===== config.mk =====
export PLATFORM = sky130hd
export DESIGN_NAME = ac_pilot_charge_controller_flat
export DESIGN_NICKNAME = d
export VERILOG_FILES = /design/src/rtl/core/acpc_pkg.sv /design/src/rtl/core/acpc_if.sv /design/src/rtl/core/ac_pilot_charge_controller.sv /design/src/rtl/core/acpc_limit.sv /design/src/rtl/core/acpc_core.sv /design/src/flat_wrapper.sv
export SDC_FILE = /design/constraint.sdc
export NUM_CORES = 1
export LEC_CHECK = 0
export BUFFER_PORTS_ARGS = -buffer_cell sky130_fd_sc_hd__buf_2
export CAP_MARGIN = 20
export CORE_MARGIN = 2
export CORE_UTILIZATION = 30
export CTS_CLUSTER_SIZE = 40
export DETAILED_ROUTE_END_ITERATION = 10
export SLEW_MARGIN = 20
export SYNTH_ARGS = -nofsm -noshare
export SYNTH_HDL_FRONTEND = slang
export SYNTH_SLANG_ARGS = --single-unit

===== constraint.sdc =====
create_clock -name clk -period 6.65 [get_ports clk]
set_clock_uncertainty 0.05 [all_clocks]
set_input_delay 0.9975 -clock clk [delete_from_list [all_inputs] [get_ports clk]]
set_output_delay 0.9975 -clock clk [all_outputs]
set_load 0.05 [all_outputs]

===== src/rtl/core/acpc_pkg.sv =====
// ----------------------------------------------------------------------------
// AC pilot charge controller package
// Shared item types, configuration record and code constants.
// ----------------------------------------------------------------------------
package acpc_pkg;

  localparam int unsigned DUTY_W  = 7;
  localparam int unsigned LIMIT_W = 10;
  localparam int unsigned STATE_W = 3;
  localparam int unsigned LOCK_W  = 2;
  localparam int unsigned DRIVE_W = 2;
  localparam int unsigned PORT_W  = 3;
  localparam int unsigned LCMD_W  = 2;
  localparam int unsigned DEB_W   = 4;
  localparam int unsigned HOLD_W  = 8;

  localparam int unsigned CFG_IDX_W  = 3;
  localparam int unsigned CFG_DATA_W = 8;

  localparam logic [CFG_IDX_W-1:0] CFG_STANDALONE = 3'd0;
  localparam logic [CFG_IDX_W-1:0] CFG_CHG_EN     = 3'd1;
  localparam logic [CFG_IDX_W-1:0] CFG_UNLOCK_EN  = 3'd2;
  localparam logic [CFG_IDX_W-1:0] CFG_DEBOUNCE   = 3'd3;
  localparam logic [CFG_IDX_W-1:0] CFG_HOLDOFF    = 3'd4;

  localparam logic [DEB_W-1:0]  DEBOUNCE_RST = 4'd5;
  localparam logic [HOLD_W-1:0] HOLDOFF_RST  = 8'd150;
  localparam logic [HOLD_W-1:0] TIMER_MAX    = 8'hFF;

  localparam logic [DUTY_W-1:0] DUTY_LOW      = 7'd8;
  localparam logic [DUTY_W-1:0] DUTY_LINEAR   = 7'd10;
  localparam logic [DUTY_W-1:0] DUTY_STEEP    = 7'd85;
  localparam logic [DUTY_W-1:0] DUTY_STEEP_HI = 7'd96;
  localparam logic [DUTY_W-1:0] DUTY_TOP      = 7'd97;
  localparam logic [DUTY_W-1:0] DUTY_OFFSET   = 7'd64;
  localparam logic [DUTY_W-1:0] DUTY_UNPLUG   = 7'd3;

  localparam logic [LIMIT_W-1:0] LIMIT_MIN       = 10'd60;
  localparam logic [LIMIT_W-1:0] LIMIT_MAX       = 10'd800;
  localparam logic [LIMIT_W-1:0] LIMIT_LIN_SCALE = 10'd6;
  localparam logic [LIMIT_W-1:0] LIMIT_STP_SCALE = 10'd25;

  localparam logic [STATE_W-1:0] ST_IDLE     = 3'd0;
  localparam logic [STATE_W-1:0] ST_LOCK     = 3'd1;
  localparam logic [STATE_W-1:0] ST_CHARGE   = 3'd2;
  localparam logic [STATE_W-1:0] ST_PAUSE    = 3'd3;
  localparam logic [STATE_W-1:0] ST_COMPLETE = 3'd4;
  localparam logic [STATE_W-1:0] ST_ERROR    = 3'd5;

  localparam logic [LOCK_W-1:0] LK_OPEN   = 2'd0;
  localparam logic [LOCK_W-1:0] LK_CLOSED = 2'd1;

  localparam logic [DRIVE_W-1:0] DRV_NONE = 2'd0;
  localparam logic [DRIVE_W-1:0] DRV_B    = 2'd1;
  localparam logic [DRIVE_W-1:0] DRV_C    = 2'd2;

  localparam logic [PORT_W-1:0] PS_NONE      = 3'd0;
  localparam logic [PORT_W-1:0] PS_AVAILABLE = 3'd1;
  localparam logic [PORT_W-1:0] PS_ERR       = 3'd2;
  localparam logic [PORT_W-1:0] PS_CHG_AC    = 3'd3;
  localparam logic [PORT_W-1:0] PS_PLUGGED   = 3'd4;
  localparam logic [PORT_W-1:0] PS_IDLE      = 3'd5;

  localparam logic [LCMD_W-1:0] LC_NONE   = 2'd0;
  localparam logic [LCMD_W-1:0] LC_LOCK   = 2'd1;
  localparam logic [LCMD_W-1:0] LC_UNLOCK = 2'd2;

  typedef struct packed {
    logic [DUTY_W-1:0]  duty_percent;
    logic               button_held;
    logic [LOCK_W-1:0]  lock_status;
    logic               plug_detected;
    logic               dc_session_idle;
    logic [STATE_W-1:0] charger_request;
    logic               request_valid;
  } in_item_t;

  typedef struct packed {
    logic [LIMIT_W-1:0] current_limit_deciamp;
    logic               basic_ac_mode;
    logic [DRIVE_W-1:0] pilot_drive;
    logic [PORT_W-1:0]  port_status;
    logic [LCMD_W-1:0]  lock_command;
    logic [STATE_W-1:0] applied_state;
  } res_item_t;

  typedef struct packed {
    logic              standalone_mode;
    logic              charging_enabled;
    logic              unlock_allowed;
    logic [DEB_W-1:0]  debounce_ticks;
    logic [HOLD_W-1:0] button_holdoff_ticks;
  } cfg_t;

endpackage


===== src/rtl/core/acpc_if.sv =====
// ----------------------------------------------------------------------------
// AC pilot charge controller channels
// Valid/ready channels for the tick items and the result items.
// ----------------------------------------------------------------------------
interface acpc_in_if
  import acpc_pkg::*;
  ();
  logic               valid;
  logic               ready;
  logic [DUTY_W-1:0]  duty_percent;
  logic               button_held;
  logic [LOCK_W-1:0]  lock_status;
  logic               plug_detected;
  logic               dc_session_idle;
  logic [STATE_W-1:0] charger_request;
  logic               request_valid;

  modport source (
    output valid, duty_percent, button_held, lock_status, plug_detected,
           dc_session_idle, charger_request, request_valid,
    input  ready
  );
  modport sink (
    input  valid, duty_percent, button_held, lock_status, plug_detected,
           dc_session_idle, charger_request, request_valid,
    output ready
  );
endinterface

interface acpc_out_if
  import acpc_pkg::*;
  ();
  logic               valid;
  logic               ready;
  logic [LIMIT_W-1:0] current_limit_deciamp;
  logic               basic_ac_mode;
  logic [DRIVE_W-1:0] pilot_drive;
  logic [PORT_W-1:0]  port_status;
  logic [LCMD_W-1:0]  lock_command;
  logic [STATE_W-1:0] applied_state;

  modport source (
    output valid, current_limit_deciamp, basic_ac_mode, pilot_drive,
           port_status, lock_command, applied_state,
    input  ready
  );
  modport sink (
    input  valid, current_limit_deciamp, basic_ac_mode, pilot_drive,
           port_status, lock_command, applied_state,
    output ready
  );
endinterface


===== src/rtl/core/ac_pilot_charge_controller.sv =====
// ----------------------------------------------------------------------------
// AC pilot charge controller
// An accepted tick item is registered in in_r, then its result in out_r.
// Throughput: one item per cycle; while a result stalls, one more item waits
// in the input register and then the input channel stalls.
// Reset: synchronous active-low; clears the valid flags and all core state and
// loads the configuration defaults; no clearing pass is needed.
// ----------------------------------------------------------------------------
module ac_pilot_charge_controller
  import acpc_pkg::*;
(
  input  logic                  clk,
  input  logic                  rst_n,
  acpc_in_if.sink               in_chan,
  acpc_out_if.source            out_chan,
  input  logic                  cfg_we,
  input  logic [CFG_IDX_W-1:0]  cfg_index,
  input  logic [CFG_DATA_W-1:0] cfg_wdata
);

  cfg_t      cfg_r;
  in_item_t  in_r;
  logic      in_vld_r;
  res_item_t out_r;
  logic      out_vld_r;
  res_item_t res;
  logic      step;
  logic      in_acc;

  assign step          = in_vld_r && (!out_vld_r || out_chan.ready);
  assign in_chan.ready = !in_vld_r || step;
  assign in_acc        = in_chan.valid && in_chan.ready;

  always_ff @(posedge clk) begin
    if (!rst_n) begin
      cfg_r.standalone_mode      <= 1'b0;
      cfg_r.charging_enabled     <= 1'b1;
      cfg_r.unlock_allowed       <= 1'b1;
      cfg_r.debounce_ticks       <= DEBOUNCE_RST;
      cfg_r.button_holdoff_ticks <= HOLDOFF_RST;
    end else if (cfg_we) begin
      unique case (cfg_index)
        CFG_STANDALONE: cfg_r.standalone_mode      <= cfg_wdata[0];
        CFG_CHG_EN:     cfg_r.charging_enabled     <= cfg_wdata[0];
        CFG_UNLOCK_EN:  cfg_r.unlock_allowed       <= cfg_wdata[0];
        CFG_DEBOUNCE:   cfg_r.debounce_ticks       <= cfg_wdata[DEB_W-1:0];
        CFG_HOLDOFF:    cfg_r.button_holdoff_ticks <= cfg_wdata[HOLD_W-1:0];
        default:        cfg_r                      <= cfg_r;
      endcase
    end
  end

  always_ff @(posedge clk) begin
    if (!rst_n) begin
      in_vld_r <= 1'b0;
    end else if (in_acc) begin
      in_vld_r <= 1'b1;
    end else if (step) begin
      in_vld_r <= 1'b0;
    end
  end

  always_ff @(posedge clk) begin
    if (in_acc) begin
      in_r.duty_percent    <= in_chan.duty_percent;
      in_r.button_held     <= in_chan.button_held;
      in_r.lock_status     <= in_chan.lock_status;
      in_r.plug_detected   <= in_chan.plug_detected;
      in_r.dc_session_idle <= in_chan.dc_session_idle;
      in_r.charger_request <= in_chan.charger_request;
      in_r.request_valid   <= in_chan.request_valid;
    end
  end

  acpc_core u_core (
    .clk   (clk),
    .rst_n (rst_n),
    .step  (step),
    .cfg   (cfg_r),
    .item  (in_r),
    .res   (res)
  );

  always_ff @(posedge clk) begin
    if (!rst_n) begin
      out_vld_r <= 1'b0;
    end else if (step) begin
      out_vld_r <= 1'b1;
    end else if (out_chan.ready) begin
      out_vld_r <= 1'b0;
    end
  end

  always_ff @(posedge clk) begin
    if (step) begin
      out_r <= res;
    end
  end

  assign out_chan.valid                 = out_vld_r;
  assign out_chan.current_limit_deciamp = out_r.current_limit_deciamp;
  assign out_chan.basic_ac_mode         = out_r.basic_ac_mode;
  assign out_chan.pilot_drive           = out_r.pilot_drive;
  assign out_chan.port_status           = out_r.port_status;
  assign out_chan.lock_command          = out_r.lock_command;
  assign out_chan.applied_state         = out_r.applied_state;

endmodule


===== src/rtl/core/acpc_limit.sv =====
// ----------------------------------------------------------------------------
// AC pilot charge controller current limit
// Maps the pilot duty in percent to the current limit in tenths of an ampere.
// ----------------------------------------------------------------------------
module acpc_limit
  import acpc_pkg::*;
(
  input  logic [DUTY_W-1:0]  duty,
  output logic [LIMIT_W-1:0] limit
);

  logic [LIMIT_W-1:0] duty_ext;
  logic [LIMIT_W-1:0] lin_val;
  logic [LIMIT_W-1:0] stp_val;

  assign duty_ext = LIMIT_W'(duty);
  assign lin_val  = LIMIT_W'(duty_ext * LIMIT_LIN_SCALE);
  assign stp_val  = LIMIT_W'((duty_ext - LIMIT_W'(DUTY_OFFSET)) * LIMIT_STP_SCALE);

  always_comb begin
    priority if (duty < DUTY_LOW) begin
      limit = '0;
    end else if (duty < DUTY_LINEAR) begin
      limit = LIMIT_MIN;
    end else if (duty < DUTY_STEEP) begin
      limit = lin_val;
    end else if (duty <= DUTY_STEEP_HI) begin
      limit = stp_val;
    end else if (duty == DUTY_TOP) begin
      limit = LIMIT_MAX;
    end else begin
      limit = '0;
    end
  end

endmodule


===== src/rtl/core/acpc_core.sv =====
// ----------------------------------------------------------------------------
// AC pilot charge controller decision core
// Debounce counters, button hold-off and the per-tick charger decision.
// ----------------------------------------------------------------------------
module acpc_core
  import acpc_pkg::*;
(
  input  logic      clk,
  input  logic      rst_n,
  input  logic      step,
  input  cfg_t      cfg,
  input  in_item_t  item,
  output res_item_t res
);

  logic [DEB_W-1:0]   low_cnt_r, low_cnt_nxt;
  logic [DEB_W-1:0]   pwm_cnt_r, pwm_cnt_nxt;
  logic               flag_r, flag_nxt;
  logic               block_r, block_nxt;
  logic [HOLD_W-1:0]  timer_r, timer_nxt;
  logic [STATE_W-1:0] req_r, req_nxt;
  logic [STATE_W-1:0] applied_r, applied_nxt;
  logic [STATE_W-1:0] act;
  logic [LIMIT_W-1:0] limit;
  logic               low_duty;
  logic [DRIVE_W-1:0] drive;
  logic [PORT_W-1:0]  port;
  logic [LCMD_W-1:0]  lcmd;
  logic               lk_open;
  logic               lk_closed;

  acpc_limit u_limit (
    .duty  (item.duty_percent),
    .limit (limit)
  );

  assign low_duty  = item.duty_percent < DUTY_LOW;
  assign lk_open   = item.lock_status == LK_OPEN;
  assign lk_closed = item.lock_status == LK_CLOSED;

  always_comb begin
    req_nxt     = item.request_valid ? item.charger_request : req_r;
    low_cnt_nxt = low_cnt_r;
    pwm_cnt_nxt = pwm_cnt_r;
    flag_nxt    = flag_r;
    if (low_duty) begin
      if (low_cnt_r < cfg.debounce_ticks) begin
        low_cnt_nxt = low_cnt_r + DEB_W'(1);
      end else begin
        flag_nxt = 1'b0;
        if (cfg.standalone_mode) begin
          req_nxt = ST_COMPLETE;
        end
      end
    end else begin
      low_cnt_nxt = '0;
    end
    if (limit != '0) begin
      if (pwm_cnt_r < cfg.debounce_ticks) begin
        pwm_cnt_nxt = pwm_cnt_r + DEB_W'(1);
      end else begin
        flag_nxt = 1'b1;
        if (cfg.standalone_mode) begin
          req_nxt = ST_CHARGE;
        end
      end
    end else begin
      pwm_cnt_nxt = '0;
    end

    act         = req_nxt;
    block_nxt   = block_r;
    timer_nxt   = timer_r;
    applied_nxt = applied_r;
    drive       = DRV_NONE;
    port        = PS_NONE;
    lcmd        = LC_NONE;
    if (flag_nxt) begin
      if (item.button_held && act != ST_IDLE) begin
        act       = ST_IDLE;
        block_nxt = 1'b1;
        timer_nxt = '0;
      end
      if (block_nxt) begin
        act = ST_IDLE;
        if (timer_nxt != TIMER_MAX) begin
          timer_nxt = timer_nxt + HOLD_W'(1);
        end
        if (timer_nxt > cfg.button_holdoff_ticks || timer_nxt == TIMER_MAX) begin
          block_nxt = 1'b0;
        end
      end
      if (!cfg.charging_enabled) begin
        act = ST_IDLE;
      end
      unique case (act)
        ST_IDLE: begin
          drive = DRV_B;
          port  = PS_AVAILABLE;
          if (lk_closed && cfg.unlock_allowed) begin
            lcmd = LC_UNLOCK;
          end
        end
        ST_LOCK: begin
          if (lk_open) begin
            lcmd = LC_LOCK;
          end
        end
        ST_ERROR: begin
          port = PS_ERR;
        end
        ST_COMPLETE: begin
          drive = DRV_B;
        end
        ST_CHARGE: begin
          if (lk_open) begin
            lcmd = LC_LOCK;
          end
          if (lk_closed) begin
            drive = DRV_C;
            port  = PS_CHG_AC;
          end
        end
        default: begin
          drive = DRV_NONE;
        end
      endcase
      applied_nxt = act;
    end else if (item.plug_detected && item.dc_session_idle) begin
      port = PS_PLUGGED;
      if (item.duty_percent < DUTY_UNPLUG && lk_closed && cfg.unlock_allowed) begin
        lcmd = LC_UNLOCK;
      end
    end else if (!item.plug_detected && item.dc_session_idle) begin
      drive = DRV_B;
      port  = PS_IDLE;
      if (lk_closed) begin
        lcmd = LC_UNLOCK;
      end
    end
  end

  always_comb begin
    res.current_limit_deciamp = limit;
    res.basic_ac_mode         = flag_nxt;
    res.pilot_drive           = drive;
    res.port_status           = port;
    res.lock_command          = lcmd;
    res.applied_state         = applied_nxt;
  end

  always_ff @(posedge clk) begin
    if (!rst_n) begin
      low_cnt_r <= '0;
      pwm_cnt_r <= '0;
      flag_r    <= 1'b0;
      block_r   <= 1'b0;
      timer_r   <= '0;
      req_r     <= ST_IDLE;
      applied_r <= ST_IDLE;
    end else if (step) begin
      low_cnt_r <= low_cnt_nxt;
      pwm_cnt_r <= pwm_cnt_nxt;
      flag_r    <= flag_nxt;
      block_r   <= block_nxt;
      timer_r   <= timer_nxt;
      req_r     <= req_nxt;
      applied_r <= applied_nxt;
    end
  end

`ifndef SYNTHESIS
  a_hold_when_idle: assert property (@(posedge clk) disable iff (!rst_n)
    !step |=> $stable(timer_r) && $stable(req_r) && $stable(applied_r) && $stable(flag_r))
    else $error("controller state changed without an item");

  a_low_duty_clears_pwm: assert property (@(posedge clk) disable iff (!rst_n)
    step && low_duty |=> pwm_cnt_r == '0)
    else $error("valid PWM counter not cleared on low duty");

  a_disabled_idle: assert property (@(posedge clk) disable iff (!rst_n)
    step && flag_nxt && !cfg.charging_enabled |=> applied_r == ST_IDLE)
    else $error("charging disabled but a non-idle state was applied");

  a_block_forces_idle: assert property (@(posedge clk) disable iff (!rst_n)
    step && block_r && flag_nxt |=> applied_r == ST_IDLE)
    else $error("button hold-off active but a non-idle state was applied");
`endif

endmodule


===== src/flat_wrapper.sv =====
// flat-port wrapper written by rule: the top's interface ports become plain ports
module ac_pilot_charge_controller_flat import acpc_pkg::*;
  (clk, rst_n, cfg_we, cfg_index, cfg_wdata, in_chan_valid, in_chan_duty_percent, in_chan_button_held, in_chan_lock_status, in_chan_plug_detected, in_chan_dc_session_idle, in_chan_charger_request, in_chan_request_valid, in_chan_ready, out_chan_valid, out_chan_current_limit_deciamp, out_chan_basic_ac_mode, out_chan_pilot_drive, out_chan_port_status, out_chan_lock_command, out_chan_applied_state, out_chan_ready);
  acpc_in_if in_chan_i ();
  acpc_out_if out_chan_i ();
  input  logic clk;
  input  logic rst_n;
  input  logic cfg_we;
  input  logic [CFG_IDX_W-1:0] cfg_index;
  input  logic [CFG_DATA_W-1:0] cfg_wdata;
  input wire logic [$bits(in_chan_i.valid)-1:0] in_chan_valid;
  input wire logic [$bits(in_chan_i.duty_percent)-1:0] in_chan_duty_percent;
  input wire logic [$bits(in_chan_i.button_held)-1:0] in_chan_button_held;
  input wire logic [$bits(in_chan_i.lock_status)-1:0] in_chan_lock_status;
  input wire logic [$bits(in_chan_i.plug_detected)-1:0] in_chan_plug_detected;
  input wire logic [$bits(in_chan_i.dc_session_idle)-1:0] in_chan_dc_session_idle;
  input wire logic [$bits(in_chan_i.charger_request)-1:0] in_chan_charger_request;
  input wire logic [$bits(in_chan_i.request_valid)-1:0] in_chan_request_valid;
  output wire logic [$bits(in_chan_i.ready)-1:0] in_chan_ready;
  output wire logic [$bits(out_chan_i.valid)-1:0] out_chan_valid;
  output wire logic [$bits(out_chan_i.current_limit_deciamp)-1:0] out_chan_current_limit_deciamp;
  output wire logic [$bits(out_chan_i.basic_ac_mode)-1:0] out_chan_basic_ac_mode;
  output wire logic [$bits(out_chan_i.pilot_drive)-1:0] out_chan_pilot_drive;
  output wire logic [$bits(out_chan_i.port_status)-1:0] out_chan_port_status;
  output wire logic [$bits(out_chan_i.lock_command)-1:0] out_chan_lock_command;
  output wire logic [$bits(out_chan_i.applied_state)-1:0] out_chan_applied_state;
  input wire logic [$bits(out_chan_i.ready)-1:0] out_chan_ready;
  assign in_chan_i.valid = in_chan_valid;
  assign in_chan_i.duty_percent = in_chan_duty_percent;
  assign in_chan_i.button_held = in_chan_button_held;
  assign in_chan_i.lock_status = in_chan_lock_status;
  assign in_chan_i.plug_detected = in_chan_plug_detected;
  assign in_chan_i.dc_session_idle = in_chan_dc_session_idle;
  assign in_chan_i.charger_request = in_chan_charger_request;
  assign in_chan_i.request_valid = in_chan_request_valid;
  assign in_chan_ready = in_chan_i.ready;
  assign out_chan_valid = out_chan_i.valid;
  assign out_chan_current_limit_deciamp = out_chan_i.current_limit_deciamp;
  assign out_chan_basic_ac_mode = out_chan_i.basic_ac_mode;
  assign out_chan_pilot_drive = out_chan_i.pilot_drive;
  assign out_chan_port_status = out_chan_i.port_status;
  assign out_chan_lock_command = out_chan_i.lock_command;
  assign out_chan_applied_state = out_chan_i.applied_state;
  assign out_chan_i.ready = out_chan_ready;
  ac_pilot_charge_controller u_core (.clk(clk), .rst_n(rst_n), .in_chan(in_chan_i), .out_chan(out_chan_i), .cfg_we(cfg_we), .cfg_index(cfg_index), .cfg_wdata(cfg_wdata));
endmodule

# Word-level counts from Yosys, hierarchy flattened

Index checks and enable logic that the tools add are counted.

Register bits after elaboration: 78
Input bits: 32
Output and inout port bits: 23
Word-level logic and storage cells: 142

$add $sub $neg: 4
Multiply operators: 2
$lt $le $gt $ge: 8
Eq/ne operators: 14
Multiplexer cells: 56
Reduce and logical (&&, ||, !) cells: 31

Operators with widths:

| cell                                                                          | number |
|---|---|
| 10-bit two-way mux                                                            | 5 |
| 8-bit two-way mux                                                             | 6 |
| 3-bit two-way mux                                                             | 15 |
| 2-bit two-way mux                                                             | 8 |
| 4-bit two-way mux                                                             | 4 |
| 2-bit AND reduction                                                           | 8 |
| 1-bit two-way mux                                                             | 15 |
| 7-bit by 4-bit less-than comparator with 1-bit output (second input constant) | 2 |
| 10-bit by 5-bit multiplier with 10-bit output (second input constant)         | 1 |
| 10-bit nonzero test                                                           | 1 |
| 3-bit by 2-bit == test with 1-bit output (second input constant)              | 3 |
| 3-bit == test (second input constant)                                         | 3 |
| 7-bit by 2-bit multiplier with 9-bit output (second input constant)           | 1 |
| 4-bit by 1-bit adder with 4-bit output (second input constant)                | 2 |
| 8-bit by 1-bit adder with 8-bit output (second input constant)                | 1 |
| 8-bit == test (second input constant)                                         | 1 |
| 8-bit greater-than comparator                                                 | 1 |
| 1-bit logical AND                                                             | 8 |
| 4-bit less-than comparator                                                    | 2 |
| 8-bit inequality test (second input constant)                                 | 1 |
| 2-bit one-hot mux with 2 select lines                                         | 2 |
| 7-bit by 7-bit subtractor with 8-bit output (second input constant)           | 1 |
| 7-bit == test (second input constant)                                         | 1 |
| 7-bit <= comparator (second input constant)                                   | 1 |
| other kinds (13)                                                              | 22 |

# Longest topological paths before layout

Gate-level depths: netlist of the first run.

Word-level depth: 20
Mapped depth: 32
Mapped depth without buffers: 31

# Hierarchy

Synthesis of the first run repeated with hierarchy kept, for this count alone.

Cells, all modules: 535
Area, all modules: 5240.0 um^2

Modules (own cells, without submodules):

| module                     | times used | cells each | area each (um^2) | seq. area each (um^2) |
|---|---|---|---|---|
| acpc_core                  | 1          | 295        | 2239.6           | 480.5 |
| ac_pilot_charge_controller | 1          | 111        | 1871.8           | 1451.4 |
| acpc_limit                 | 1          | 129        | 1128.6           | 0.0 |

# Worst setup path after synthesis of the first run

No wires, ideal clock.

Path type: reg2reg
Start: reg u_core.in_r[10] in the netlist's numbering
End: reg u_core.u_core.block_r
Setup time: 74 ps
Arrival: 5971 ps
Data required time: 6526 ps
Setup slack: 555 ps
Cell stages (with the launch flop): 32
Path buffers: 1
Clock period less this slack: 6095 ps
Cell sequence: edfxtp_1 > ha_1 > inv_1 > fa_1 > fa_1 > inv_1 > ha_1 > a211oi_1 > o21ai_0 > a21bo_2 > a32oi_1 > o211ai_1 > o2111ai_2 > buf_6 > and3_1 > ha_1 > inv_1 > nor2_1 > nand4_1 > inv_1 > a21boi_0 > a31o_2 > ha_1 > nor2b_1 > o21a_1 > o21ai_0 > nand2b_1 > a21oi_1 > o21ai_0 > o21ai_0 > o221ai_1 > a31oi_1

Word-level cells in the longest chain between the ends: 20
Elaborated cells between the ends (all ways): 38
Those cells by class: 2 x add/sub; 2 x mul; 5 x order compare; 3 x eq/ne; 21 x mux; 5 x reduce/logical

Ends and longest elaborated chain:

| what                                                                                       | line                               | RTL |
|---|---|---|
| start, declared                                                                            | ac_pilot_charge_controller.sv:22   | `in_item_t in_r;` |
| 7-bit by 7-bit subtractor with 8-bit output / 7-bit == test (equally long branches)        | acpc_limit.sv:18, acpc_limit.sv:29 |  |
| 10-bit by 5-bit multiplier with 10-bit output / 10-bit two-way mux (equally long branches) | acpc_limit.sv:18, acpc_limit.sv:29 |  |
| 10-bit two-way mux                                                                         | acpc_limit.sv:27                   | `end else if (duty <= DUTY_STEEP_HI) begin` |
| 10-bit two-way mux                                                                         | acpc_limit.sv:25                   | `end else if (duty < DUTY_STEEP) begin` |
| 10-bit two-way mux                                                                         | acpc_limit.sv:23                   | `end else if (duty < DUTY_LINEAR) begin` |
| 10-bit two-way mux                                                                         | acpc_limit.sv:21                   | `priority if (duty < DUTY_LOW) begin` |
| 10-bit nonzero test                                                                        | acpc_core.sv:58                    | `if (limit != '0) begin` |
| 3-bit two-way mux                                                                          | acpc_core.sv:58                    |  |
| [4 not listed]                                                                             | --                                 |  |
| 8-bit by 1-bit adder with 8-bit output / 8-bit inequality test (equally long branches)     | acpc_core.sv:87, acpc_core.sv:86   |  |
| 8-bit two-way mux                                                                          | acpc_core.sv:86                    | `if (timer_nxt != TIMER_MAX) begin` |
| 8-bit two-way mux                                                                          | acpc_core.sv:84                    | `if (block_nxt) begin` |
| 8-bit two-way mux                                                                          | acpc_core.sv:78                    | `if (flag_nxt) begin` |
| 8-bit greater-than comparator / 8-bit == test (equally long branches)                      | acpc_core.sv:89                    | `if (timer_nxt > cfg.button_holdoff_ticks \|\| timer_nxt == TIMER_MAX) begin` |
| 1-bit logical OR                                                                           | acpc_core.sv:89                    |  |
| 1-bit two-way mux                                                                          | acpc_core.sv:89                    |  |
| 1-bit two-way mux                                                                          | acpc_core.sv:84                    |  |
| end signal, assigned                                                                       | acpc_core.sv:165                   | `block_r <= block_nxt;` |
| end, declared                                                                              | acpc_core.sv:19                    | `logic block_r, block_nxt;` |

Several ways; a longest one is shown, not always the timed one. The select of a mux whose other input is x is not followed.
A chain may end at the register's enable or synchronous reset.

# Worst setup path after layout of the first run

Start: reg u_core.in_r[12] in the netlist's numbering
End: reg u_core.u_core.block_r

The elaborated chain is that of the path after synthesis.

==> flow_summary.yaml, run 1 <==
clock_network:
  cts-root-buf: "clkbuf_16"
  cts_max_level: 3
  cts.sinks: 78
  path_clk_slew_ns: 0.06
  cts_max_path_buffers: 2
  numCtsBuffers: 9
  cts_tree: "done"
  clk_latency_ns: 0.34
placed_design:
  postPlaceCellArea_um2: 5490
  dp_hpwl_um: 9280
  gp_congestion: 0.884
  dp.cells: 796
  port-buffer-count: 54
setup_path:
  worstPathRequired_ns: 6.87
  reg2reg_slack_ns: 0.37
  crit_type: "register to register"
  slowest_stage: "fa_1"
  startpoint_type: "register"
  endpoint_kind: "register"
  cp_max_fo: 5
  worst_path_largest_cell_delay_ns: 0.51
  cp_num_buf_inv: 3
  cp.arrival_ns: 6.50
  critPathTopFamily: "compound AO/OA/AOI/OAI gates"
die:
  die_x_um: 133
  die_y_um: 133
  core_um2: 16400
  ios: 55
  initial_core_util_pct: 30.4
  rows: 47
  die-area_um2: 17700
detailed_routing:
  drcViolationCount: 0
  dr.pass1.iters: 5
  avgViaCountPerCell: 5.13
  num_vias: 4246
  antenna_left: 0
  drt-wirelength-per-cell_um: 14.8
  drt_iter0_markers: 316
  finalWirelength_um: 12300
logic_synthesis:
  synth.distinct_cells: 67
  yosys_most_used_dff: "dfxtp_1"
  synth_seq_cells: 78
  ys_top_cells_by_area: "edfxtp_1 (22%), dfxtp_1 (16%), ha_1 (12%)"
  syn_nets: 623
  yosys_warnings: 0
  synth.avg_cell_area_um2: 9.35
  synth_top_area_share_pct: 22.3
  yosysMostFrequentCell: "nand2_1"
  synth_area_um2: 4990
  synth.top_cells.by_count: "nand2_1 (52), ha_1 (49), a21oi_1 (48)"
  yosysTopAreaCell: "edfxtp_1"
  async_flop_share_pct: 0
  synth_edf_count: 37
  seq_area_frac_synth_pct: 38.7
  postSynthCellCount: 533
finish:
  layout.cells.non_filler: 827
  drive_above_1_share_pct: 18.6
  regArea_um2: 1930
  nets: 692
  diodes: 0
  multi_input_area_um2: 2840
  fill_cells: 1627
  area_delta_synth_final_pct: 18.9
  stdcell_area_um2: 5930
timing:
  drv_slew: 0
  final.setup.tns_ns: 0
  clock.fmax_ghz: 0.159
  slew_headroom_pct: 29.9
  setup_violations: 0
  period_needed_ns: 6.28
  fin_crit_sh_pct: 94.4
  hold_viol: 0
  worst_pin_slew_ns: 1.05
global_routing:
  grt-ovfl-total: 0
  track_usage_pct: 13.5
  grt_first_pass_wirelength_um: 19100
  grt_antenna_before_repair: 0
  grt_max_degree: 31
  first_global_vias: 3816
flow_run:
  drv_cap: 0
pwr:
  leakagePower_nw: 2.51
  pwr_density_cell_nw_per_um2: 218
  ir_drop_uv: 114
  power.total_w: 0.00129
outcome:
  status: "finished clean"
worst_hold_path:
  hold_class: "register to register"
metrics by stage:
stage	setup slack (ns)	util, %	hold slack (ns)
2_1_floorplan	0.555	-	0.386
3_3_place_gp	0.323	33.5	0.392
3_5_place_dp	0.0779	33.5	0.398
4_1_cts	0.0563	35.3	0.406
5_1_grt	-0.0433	36.1	0.421
6_report	0.370	36.1	0.404
worst paths after layout:
kind	from	to	depth (start not counted)
max	u_core.in_r[12]	u_core.u_core.block_r	28
min	u_core.cfg_r[5]	u_core.cfg_r[5]	2
max reg2reg	u_core.in_r[12]	u_core.u_core.block_r	28
min reg2reg	u_core.cfg_r[5]	u_core.cfg_r[5]	2
routing by layer:
metal / part of all wire [%] / wire [um] / vias up / GRT usage (%)
met5: 0 / 0 / - / 0
met4: 2.2 / 272 / 0 / 6.27
met3: 4.9 / 605 / 18 / 2.26
met2: 46 / 5620 / 134 / 20.6
met1: 47 / 5770 / 2016 / 18.7
li1: - / - / 2078 / -
layout by cell type, fill, tap and decap left out, types with 6 or more instances in the layout:
cell type,n
mux2i_1,8
nor2_1,33
and3_1,10
nand2b_1,9
o21ai_0,27
dfxtp_1,41
clkbuf_16,10
o211ai_1,12
buf_4,20
nand3_1,21
inv_1,39
xor2_1,6
nand4_1,9
edfxtp_1,37
xnor2_1,6
nand2_1,52
a21o_1,9
and2_1,7
ha_1,48
a21oi_1,48
buf_2,54
fa_1,9
area by class of cell:
cell class | count | area share [%]
well taps | 220 | 4.64
flip-flops and latches | 78 | 32.6
inverters | 41 | 2.60
clock inverters | 2 | 0.190
repair buffers | 74 | 7.09
clock buffers | 14 | 4.98
multi-input cells | 398 | 47.9
sequential cells by signal (all words and copies together), names as in the netlist, 3 cells and up:
name / count
u_core.out_chan.current_limit_deciamp: 10
u_core.in_r: 16
u_core.u_core.applied_r: 3
u_core.u_core.timer_r: 8
u_core.cfg_r: 15
u_core.u_core.low_cnt_r: 4
u_core.out_chan.port_status: 3
u_core.u_core.req_r: 3
u_core.u_core.pwm_cnt_r: 4
u_core.out_chan.applied_state: 3
kinds of logic (layout without fill, tap and decap cells):
logic type,Yosys count,after routing,synth area share (%)
AOI/OAI and AO/OA,145,145,19.1
DFF,78,78,38.7
adders and majority gates,58,58,15.9
muxes,8,8,1.61
and+or+nand+nor,175,175,17.8
buffers and inverters,57,131,4.67
xor gates and xnor gates,12,12,2.11
tightest hold or removal path, delay by kind of cell, from the launching register on:
family           cells  cell delay [ns]
flip-flops           1             0.31
AND/OR/NAND/NOR      1             0.05
AO/OA/AOI/OAI        1             0.05
power by group:
group / internal, W / switching (W) / leakage [nW]
Clock: 0.000306 / 0.000189 / 0.154
Combinational: 0.0000984 / 0.000163 / 1.67
Sequential: 0.000526 / 0.0000114 / 0.689
Total: 0.000930 / 0.000363 / 2.51
timing repair:
action,CTS,global route
gates resized for setup,0,7
buffers inserted,0,15
hold buffers,0,0
endpoints found under the setup margin,0,1
hold endpoints to repair,0,0
Note: power is estimated with default switching activity, not from simulation.
==> run 2, diff against run 1 <==
--- a/config.mk
+++ b/config.mk
@@ -5,6 +5,7 @@
 export SDC_FILE = /design/constraint.sdc
 export NUM_CORES = 1
 export LEC_CHECK = 0
+export ABC_AREA = 1
 export BUFFER_PORTS_ARGS = -buffer_cell sky130_fd_sc_hd__buf_2
 export CAP_MARGIN = 20
 export CORE_MARGIN = 2
==> flow_summary.yaml, run 2 <==
outcome:
  status: "finished clean"
global_routing:
  grt_first_pass_wirelength_um: 18800
  grt_antenna_before_repair: 0
  first_global_vias: 3803
  grt-ovfl-total: 0
  track_usage_pct: 13.2
  grt_max_degree: 29
placed_design:
  gp_congestion: 0.870
  postPlaceCellArea_um2: 5540
  port-buffer-count: 54
  dp_hpwl_um: 8900
die:
  die_y_um: 133
  die_x_um: 133
  ios: 55
  die-area_um2: 17800
  core_um2: 16500
  initial_core_util_pct: 30.5
  rows: 47
setup_path:
  cp_num_buf_inv: 5
  crit_type: "register to register"
  endpoint_kind: "register"
  critPathTopFamily: "adder cells"
  cp.arrival_ns: 5.83
  cp_max_fo: 13
  path_depth: 36
  rr_worst_depth: 36
  worst_path_largest_cell_delay_ns: 0.51
  worstPathRequired_ns: 6.86
  critPathMostFrequentCell: "nand2_1"
  startpoint_type: "register"
  slowest_stage: "edfxtp_1"
finish:
  nets: 759
  final_common_cell: "nand2_1"
  diodes: 0
  stdcell_area_um2: 5830
  largest_reg_flops: 16
  multi_input_area_um2: 2650
  regArea_um2: 1930
  regMostFlops: "u_core.in_r"
  area_delta_synth_final_pct: 15.9
  fin_util_pct: 35.4
  fill_cells: 1732
  layout_common_cells: "nand2_1 (123), inv_1 (97), buf_2 (54)"
  drive_above_1_share_pct: 16.9
clock_network:
  cts_tree: "done"
  cts_setup_buffers: 0
  cts_max_level: 3
  hold_buffers: 0
  cts-root-buf: "clkbuf_16"
  clk_latency_ns: 0.33
  cts_resized: 0
  path_clk_slew_ns: 0.06
  cts.sinks: 78
  cts_max_path_buffers: 2
  numCtsBuffers: 9
timing:
  clock.fmax_ghz: 0.178
  drv_slew: 0
  setup_violations: 0
  worst_pin_slew_ns: 0.899
  period_needed_ns: 5.62
  rsz0062_at_grt: "false"
  slew_headroom_pct: 39.7
  fin_crit_sh_pct: 84.5
  hold_viol: 0
  final.setup.tns_ns: 0
logic_synthesis:
  postSynthCellCount: 608
  yosysTopAreaCell: "edfxtp_1"
  yosys.area_share.simple_pct: 24.3
  synthMuxAreaShare_pct: 0.423
  synth_area_um2: 5030
  synth-compound-area-share_pct: 10.2
  synth_top_family_by_area: "simple AND/OR/NAND/NOR gates"
  yosys_warnings: 0
  synth.avg_cell_area_um2: 8.27
  syn_nets: 698
  yosysMostFrequentCell: "nand2_1"
  synth_top_area_share_pct: 22.1
  synth.distinct_cells: 42
  synth.top_cells.by_count: "nand2_1 (123), inv_1 (97), ha_1 (49), nand3_1 (49), dfxtp_1 (41)"
  yosys_most_used_dff: "dfxtp_1"
  synthXorXnorAreaFrac_pct: 2.09
  seq_area_frac_synth_pct: 38.4
  synth_fa_ha_area_share_pct: 15.8
  synth_edf_count: 37
  async_flop_share_pct: 0
  synth_seq_cells: 78
  ys_top_cells_by_area: "edfxtp_1 (22%), dfxtp_1 (16%), ha_1 (12%)"
detailed_routing:
  num_vias: 4002
  drt_iter0_markers: 225
  drt-wirelength-per-cell_um: 12.5
  drcViolationCount: 0
  dr.pass1.iters: 5
  antenna_left: 0
  avgViaCountPerCell: 4.48
  finalWirelength_um: 11200
pwr:
  ir_drop_uv: 110
  leakagePower_nw: 2.82
  pwr_density_cell_nw_per_um2: 218
  power.total_w: 0.00127
worst_hold_path:
  worstHoldPathCells: 2
  hold_class: "register to register"
flow_run:
  drv_cap: 0
run 2: cell count changes after synthesis, sizes merged, moves of 6 or more:
cell	before	now
nand2	53	140
inv	41	107
nand3	21	53
a21oi	49	35
nor2	33	47
and3	11	0
clkbuf	11	2
nand2b	9	0
and2	8	0
a21o	9	2
mux2i	8	1
or3	6	0
or4	6	0
run 2: worst min-delay path: stages (launching register included):
cell,delay (ns)
dfxtp_1,0.30
inv_1,0.07
a21oi_1,0.06
run 2: layout make-up:
class | count | share of cell area [%]
tap | 220 | 4.72
clock buffer | 13 | 4.66
sequential | 78 | 33.1
clock inverter | 3 | 0.279
timing repair buffer | 54 | 4.63
inverter | 109 | 7.10
multi-input combinational | 417 | 45.5
run 2: power breakdown:
group / internal [W] / switching [W] / total, W
logic: 0.0000848 / 0.000170 / 0.000255
registers: 0.000528 / 0.0000140 / 0.000542
clock network: 0.000285 / 0.000192 / 0.000477
total: 0.000898 / 0.000376 / 0.00127
run 2: cells by family (layout without fill, tap and decap cells):
| family | after synthesis | in the layout |
|---|---|---|
| AOI/OAI and AO/OA | 90 | 90 |
| DFF | 78 | 78 |
| and+or+nand+nor | 255 | 255 |
| buffers and inverters | 113 | 179 |
| muxes | 2 | 2 |
| adders and majority gates | 58 | 58 |
| xor gates and xnor gates | 12 | 12 |
run 2: final timing paths:
check	startpoint	end	slack [ns]
max	u_core.in_r[11]	u_core.u_core.block_r	1.03
min	u_core.cfg_r[5]	u_core.cfg_r[5]	0.42
max reg2reg	u_core.in_r[11]	u_core.u_core.block_r	1.03
min reg2reg	u_core.cfg_r[5]	u_core.cfg_r[5]	0.42
run 2: routing by layer:
metal | global-route usage (%) | vias to the layer above | share of wire [%] | wire length [um]
met2 | 19.6 | 86 | 42 | 4720
met5 | 0 | - | 0 | 0
met4 | 3.49 | 0 | 1.3 | 149
met1 | 19.5 | 1796 | 52 | 5860
li1 | - | 2109 | - | -
met3 | 2.32 | 11 | 4.2 | 471
run 2: per-stage QoR:
stage	worst slack [ns]	cells	hold WS, ns
global placement	1.12	878	0.404
finish	1.03	894	0.418
floorplan	1.59	608	0.383
CTS	1.03	894	0.420
global route	0.542	894	0.435
detailed placement	1.04	878	0.412
